**src/rtl/smhu_pkg.sv**
```systemverilog
// shared types and constants for the sos metropolis height update block
`default_nettype none

package smhu_pkg;

  localparam int unsigned HEIGHT_W = 8;
  localparam int unsigned SUM_W    = 16;
  localparam int unsigned BETA_W   = 16;
  localparam int unsigned FIELD_W  = 16;
  localparam int unsigned DRAW_W   = 16;
  localparam int unsigned SITE_W   = 8;

  // energy change in q.12, signed
  localparam int unsigned DE_W     = 24;
  // exponent argument n in q4.8
  localparam int unsigned EXP_BITS = 12;
  localparam int unsigned EXP_K_W  = 4;
  localparam int unsigned PROB_W   = 17;

  // register file
  localparam int unsigned PADDR_W  = 4;
  localparam int unsigned PDATA_W  = 32;
  localparam logic [1:0] REG_LIMIT = 2'd0;
  localparam logic [1:0] REG_BETA  = 2'd1;
  localparam logic [1:0] REG_FIELD = 2'd2;

  localparam logic [HEIGHT_W-1:0] LIMIT_RESET  = 8'd100;
  localparam logic [HEIGHT_W-1:0] HEIGHT_RESET = 8'd50;
  localparam logic [BETA_W-1:0]   BETA_RESET   = 16'd256;
  localparam logic [FIELD_W-1:0]  FIELD_RESET  = 16'd0;

  // exp(-1/256) in q0.32
  localparam logic [31:0] EXP_STEP = 32'd4278222805;
  localparam logic [63:0] HALF_Q32 = 64'h0000_0000_8000_0000;

  typedef logic [31:0] exp_tab_t [EXP_BITS];

  // c^(2^k) with each square rounded to nearest, worked out at elaboration
  function automatic exp_tab_t exp_tab_f();
    logic [63:0] b;
    exp_tab_t    t;
    b = {32'd0, EXP_STEP};
    for (int k = 0; k < EXP_BITS; k++) begin
      t[k] = b[31:0];
      b = (b * b + HALF_Q32) >> 32;
    end
    return t;
  endfunction

  localparam exp_tab_t EXP_BASE = exp_tab_f();

  typedef struct packed {
    logic                start;
    logic [EXP_BITS-1:0] n;
  } decay_req_t;

  typedef struct packed {
    logic              done;
    logic [PROB_W-1:0] prob;
  } decay_rsp_t;

endpackage

`default_nettype wire

```
**src/rtl/smhu_decay.sv**
```systemverilog
// iterative exp(-n/256) unit, one bit of n per cycle, q1.16 result
`default_nettype none

module smhu_decay (
  input  wire logic               clk_i,
  input  wire logic               rst_ni,
  input  wire smhu_pkg::decay_req_t req_i,
  output smhu_pkg::decay_rsp_t     rsp_o
);

  localparam logic [smhu_pkg::EXP_K_W-1:0] K_LAST =
    smhu_pkg::EXP_K_W'(smhu_pkg::EXP_BITS - 1);

  logic                              busy_q;
  logic                              done_q;
  logic [smhu_pkg::EXP_K_W-1:0]      k_q;
  logic [smhu_pkg::EXP_BITS-1:0]     n_q;
  logic [31:0]                       acc_q;
  logic                              one_q;
  logic [63:0]                       prod;
  logic [32:0]                       rounded;

  assign prod    = {32'd0, acc_q} * {32'd0, smhu_pkg::EXP_BASE[k_q]} + smhu_pkg::HALF_Q32;
  assign rounded = {1'b0, acc_q} + 33'd32768;

  always_ff @(posedge clk_i or negedge rst_ni) begin
    if (!rst_ni) begin
      busy_q <= 1'b0;
      done_q <= 1'b0;
    end else begin
      done_q <= 1'b0;
      if (req_i.start) begin
        busy_q <= 1'b1;
      end else if (busy_q && k_q == K_LAST) begin
        busy_q <= 1'b0;
        done_q <= 1'b1;
      end
    end
  end

  always_ff @(posedge clk_i) begin
    if (req_i.start) begin
      n_q   <= req_i.n;
      k_q   <= '0;
      one_q <= 1'b1;
    end else if (busy_q) begin
      if (n_q[k_q]) begin
        // one times base is the base exactly
        acc_q <= one_q ? smhu_pkg::EXP_BASE[k_q] : prod[63:32];
        one_q <= 1'b0;
      end
      if (k_q != K_LAST) begin
        k_q <= k_q + 1'b1;
      end
    end
  end

  assign rsp_o.done = done_q;
  assign rsp_o.prob = one_q ? smhu_pkg::PROB_W'(17'h10000) : rounded[32:16];

endmodule

`default_nettype wire

```
**config.mk**
```make
export PLATFORM = sky130hd
export DESIGN_NAME = smhu_decay
export DESIGN_NICKNAME = d
export VERILOG_FILES = /design/src/rtl/smhu_pkg.sv /design/src/rtl/smhu_decay.sv
export SDC_FILE = /design/constraint.sdc
export NUM_CORES = 2
export LEC_CHECK = 0
export ABC_AREA = 1
export ABC_CLOCK_PERIOD_IN_PS = 11170
export CORE_MARGIN = 2
export CORE_UTILIZATION = 35
export CTS_BUF_LIST = sky130_fd_sc_hd__clkbuf_4
export CTS_CLUSTER_SIZE = 8
export DETAILED_ROUTE_END_ITERATION = 7
export DONT_BUFFER_PORTS = 1
export GPL_TIMING_DRIVEN = 0
export PLACE_DENSITY = 0.5
export RECOVER_POWER = 50
export SYNTH_ARGS = -nofsm -noshare
export SYNTH_HDL_FRONTEND = slang
export SYNTH_SLANG_ARGS = --single-unit
```
**constraint.sdc**
```tcl
create_clock -name clk_i -period 11.17 [get_ports clk_i]
set_input_delay 2.234 -clock clk_i [delete_from_list [all_inputs] [get_ports clk_i]]
set_output_delay 2.234 -clock clk_i [all_outputs]
set_load 0.01 [all_outputs]
```
## Yosys cells after proc, flatten, opt, wreduce, memory -nomap -nowiden

Memories as Yosys holds them, arrays and structs flattened.
Cells that the tools add are included.
W data, S select, Z words.

| word-level totals | value |
|---|---|
| memories kept | 1 |
| output and inout bits | 18 |
| ROM bits | 512 |
| word-level logic and storage cells | 32 |
| register bits after elaboration | 51 |

| cells by class | value |
|---|---|
| add/sub/neg operators | 3 |
| $lt $le $gt $ge | 2 |
| equality and inequality tests | 2 |
| bitwise logic cells | 2 |
| reduce and logical (&&, ||, !) cells | 5 |
| multiply operators | 1 |
| mux-type cells | 10 |

Memories:

| name | words | width | read ports | clocked after Yosys merged registers in | wr ports | line | RTL |
|---|---|---|---|---|---|---|---|
| (name not given) | 16 | 32 | 1 | 0 | 0 | smhu_decay.sv:49 | `acc_q <= one_q ? smhu_pkg::EXP_BASE[k_q] : prod[63:32];` |

Operator list:

| cell | count |
|---|---|
| $mux W32 | 3 |
| $add A64 B32 Y64 const B | 1 |
| $mul A32 B32 Y64 | 1 |
| $add A32 B16 Y33 const B | 1 |
| $mux W17 | 1 |
| $ge A5 B5 Y1 const B | 1 |
| $lt A4 B5 Y1 const B | 1 |
| $mux W1 | 5 |
| $not A4 Y5 | 1 |
| $add A4 B1 Y4 const B | 1 |
| $bmux W1 S4 | 1 |
| $eq A4 B4 Y1 const B | 1 |
| $ne A4 B4 Y1 const B | 1 |
| $reduce_and A2 Y1 | 2 |
| $reduce_and A3 Y1 | 1 |
| $reduce_bool A2 Y1 | 1 |
| $logic_and A1 B1 Y1 | 1 |
| $not A1 Y1 | 1 |

## Depth between registers and ports, before layout

| logic depth | value |
|---|---|
| depth in word-level cells | 7 |
| mapped depth | 40 |
| depth with buffers taken out | 38 |

## Worst setup path before layout

Ideal clock, no wire load.

| timing path | value |
|---|---|
| kind | register to register |
| from | reg k_q[0] in the netlist's numbering |
| to | reg acc_q[22] (data pin) |
| data required time | 10.916 ns |
| arrival | 7.600 ns |
| cell stages (with the launch flop) | 32 |
| slack | 3.317 ns |
| cells stage by stage | dfxtp_1 > clkbuf_1 > clkinv_1 > ha_1 > nand2_1 > nand2_1 > a21oi_1 > clkbuf_1 > buf_1 > nor2_1 > fa_1 > fa_1 > fa_1 > inv_1 > fa_1 > inv_1 > fa_1 > fa_1 > fa_1 > inv_1 > fa_1 > inv_1 > ha_1 > a21oi_1 > a21boi_0 > o21bai_1 > a21oi_1 > o21ai_0 > a21oi_1 > nand3b_1 > nand3_1 > nand2_1 |

| on the way | value |
|---|---|
| word-level cells in the longest chain between the ends | 7 |

Ends and longest elaborated chain:

| item | line | RTL |
|---|---|---|
| from (decl) | smhu_decay.sv:16 | `logic [smhu_pkg::EXP_K_W-1:0] k_q;` |
| from (signal assigned) | smhu_decay.sv:53 | `k_q <= k_q + 1'b1;` |
| $not A4 Y5 (implied by the code) (*) | smhu_decay.sv:23, smhu_decay.sv:49 |  |
| $mem_v2 Z16 W32 (*) | n/a |  |
| $mux W32 (implied by the code) (*) (2 in a row) | smhu_decay.sv:49 |  |
| $mul A32 B32 Y64 | smhu_decay.sv:23 | `assign prod = {32'd0, acc_q} * {32'd0, smhu_pkg::EXP_BASE[k_q]} + smhu_pkg::HALF_Q32;` |
| $add A64 B32 Y64 | smhu_decay.sv:23 |  |
| $mux W32 (*) | smhu_decay.sv:49 |  |
| to (signal assigned) | smhu_decay.sv:49 |  |
| to (decl) | smhu_decay.sv:18 | `logic [31:0] acc_q;` |

Mark *: on every way between the ends. The rest lies on a longest branch, timed or not. The select of a mux whose other input is x is not followed.
A chain may end at the register's enable or synchronous reset.

## Final worst setup path

| timing path | value |
|---|---|
| from | reg k_q[1] in the netlist's numbering |
| to | reg acc_q[15] (data pin) |

The elaborated chain is that of the path after synthesis.

==> impl_metrics.py <==
metrics = {
    "timing": {
        "rsz0062_at_grt": "no",
        "finalSetupViolations": 0,
        "drv_slew": 26,
        "max_clock_freq_ghz": 0.0937,
        "fin_worst_skew_ps": 26.9,
        "hold_viol": 0,
        "fin_crit_ps": 10670,
        "tns_ps": 0,
        "timing.final.crit_share_pct": 95.5,
        "relSlewSlack_pct": -16.4,
        "timing.hold.ws_ps": 563,
        "fin_ws_ps": 501,
        "worstMarginPinSlew_ps": 1750,
    },
    "clock_network": {
        "cts_hold_buf": 0,
        "clkLatencyLatePin_ps": 440,
        "clk_path_buf_depth": 2,
        "clkTransAtPathRegs_ps": 170,
        "cts_max_level": 2,
        "cts_buffers": 5,
        "numClockSinks": 51,
        "cts_tree": "built",
        "cts-root-buf": "clkbuf_4",
    },
    "synthesis": {
        "netlist_area_sq_mm": 0.0358,
        "syn-num-nets": 5598,
        "avgSynthCellArea_sq_um": 8.17,
        "netlist_instances": 4389,
        "synthArstFlopShare_pct": 3.92,
        "synth_cell_type_count": 50,
        "synth_flop_cell": "edfxtp_1",
        "ys_seq_elements": 51,
        "synth_seq_area_share_pct": 4.11,
        "yosysWarnings": 0,
        "synth_edf_count": 44,
    },
    "global_routing": {
        "globalRouteOverflowTotal": 0,
        "grt_max_degree": 26,
        "antenna_found_initial": 1,
        "grt_pass1_vias": 31900,
        "grt_pass1_wl_um": 224000,
        "track_usage_pct": 30.2,
    },
    "critical_path": {
        "critPathRequiredTime_ps": 11360,
        "slowest_stage": "dfxtp_1",
        "crit_path_max_fanout": 12,
        "start_kind": "flop",
        "reg2regPathDepth": 30,
        "crit_arrival_ps": 10860,
        "criticalPathCategory": "reg2reg",
        "max_stage_delay_ps": 760,
        "cpMostUsedCell": "fa_1",
        "worst_setup_path_end_kind": "flop",
    },
    "drt": {
        "wl_per_cell_um": 26.6,
        "drt_first_pass_iters": 8,
        "drt_iter0_markers": 2819,
        "ant_nets": 0,
        "postRouteWirelength_um": 153000,
        "drc": 18,
        "vias": 30100,
        "routed_via_density": 5.21,
    },
    "place": {
        "dpl.hpwl_um": 130000,
        "placed_cells": 5758,
        "io_buffer_count": 0,
        "gp_congestion": 1.01,
        "dp_worst_setup_slack_ps": -127,
    },
    "floorplanning": {
        "fp.dieW_um": 324,
        "start_util_pct": 35.2,
        "design.die.area_sq_mm": 0.105,
        "die_height_um": 324,
        "core-area_sq_mm": 0.102,
        "row_count": 117,
        "num_io_pins": 33,
    },
    "finish": {
        "final_common_cell": "inv_1",
        "final_cell_count_no_fill": 5770,
        "final_cell_mix": "inv_1 (1029), fa_1 (896), nor2_1 (835), nand2_1 (651), ha_1 (298)",
        "drive_gt1_share_pct": 1.39,
        "nFillCells": 10900,
        "syn2layout_area_growth_pct": 5.19,
        "num-nets-final": 5609,
        "ff_latch_area_sq_mm": 0.00147,
        "multi_input_area_sq_mm": 0.0297,
    },
    "min_path": {
        "hold_path_class": "reg2reg",
        "hold_path_depth": 2,
    },
    "run": {
        "maxCapViolCount": 1,
    },
    "run_status": {
        "run_status": "complete, but fails checks",
        "violations": "design-rule violations, max-capacitance violations, max-slew violations",
    },
}
[timing repair]
item	in CTS	in global routing
setup buffers	0	3
gates resized for setup	2	20
endpoints found under the setup margin	3	19
[layout make-up]
type                       instances  share of cell area, %
clock buffer                       5                 0.0996
sequential                        51                   3.90
inverter                        1051                   10.5
clock inverter                     3                  0.116
buffer                           198                   2.12
tap                             1368                   4.54
timing repair buffer               4                 0.0697
antenna                            1                0.00664
multi-input combinational       3089                   78.6
[per-stage QoR]
step	utilization, %	cell area [sq um]
after floorplan	-	35800
after global placement	36.9	37600
after detailed placement	36.9	37600
after CTS	37.0	37700
after global routing	37.1	37700
final	37.1	37700
[metal layers]
layer,GRT usage [%],vias to the layer above,wire [um]
li1,-,12800,-
met4,17.6,4,11200
met2,45.3,1556,65600
met3,6.71,373,14600
met5,0.833,-,129
met1,40.1,15400,61900
[sequential cells by signal, summed over array words and instances, names as in the netlist]
| register | cells |
|---|---|
| one_q | 1 |
| n_q | 12 |
| acc_q | 32 |
| done_q | 1 |
| k_q | 4 |
| busy_q | 1 |
[synthesized netlist by cell type, drive strengths merged, types with 2 or more instances]
cell    number  share of area, %
clkbuf     171               1.8
nand3b      15              0.31
xor2         6              0.15
a211oi       3             0.063
edfxtp      44               3.7
o221ai       2             0.049
a21oi      108               1.5
nand3       68               1.1
o211ai       3             0.063
nor4         5              0.13
a31oi       10              0.17
o22ai        4             0.070
nand2      654               6.9
clkinv      15              0.16
buf         27              0.40
fa         896                50
nand4       10              0.17
nor2       840               8.9
ha         298                10
a21o         9              0.19
dfxtp        5              0.28
inv       1036                11
dfrtp        2              0.14
xnor2        4             0.098
o21bai      16              0.35
a21boi       8              0.17
o21a        10              0.21
nor3        24              0.37
o21ai       90               1.3
[worst paths after layout]
| path | from | slack [ps] | endpoint |
|---|---|---|---|
| worst max-delay path | k_q[1]$_SDFFE_PP0P_ | 500 | acc_q[15]$_DFFE_PP_ |
| worst min register to register | busy_q$_DFFE_PN0P_ | 560 | done_q$_DFF_PN0_ |
| worst min-delay path | busy_q$_DFFE_PN0P_ | 560 | done_q$_DFF_PN0_ |
| max in group asynchronous | rst_ni | 9650 | busy_q$_DFFE_PN0P_ |
| min in group asynchronous | rst_ni | 1460 | done_q$_DFF_PN0_ |
| worst max register to register | k_q[1]$_SDFFE_PP0P_ | 500 | acc_q[15]$_DFFE_PP_ |
[critical path, delay by kind of cell (launching register included)]
kind / cells / cell delay [ps]
compound gates: 7 / 1610
xor+xnor: 1 / 370
fa+ha+maj: 10 / 4950
buf+inv: 9 / 1920
flops: 1 / 760
simple gates: 3 / 770
[cell families after synthesis]
family	share of synthesized area, %
DFF	4.11
buffers and inverters	13.2
AOI/OAI and AO/OA	4.22
and+or+nand+nor	17.8
adders and majority gates	60.4
xor gates and xnor gates	0.244
Power is not shown: default switching activity piles up to over one toggle a cycle in this logic, so the estimate is an artifact.
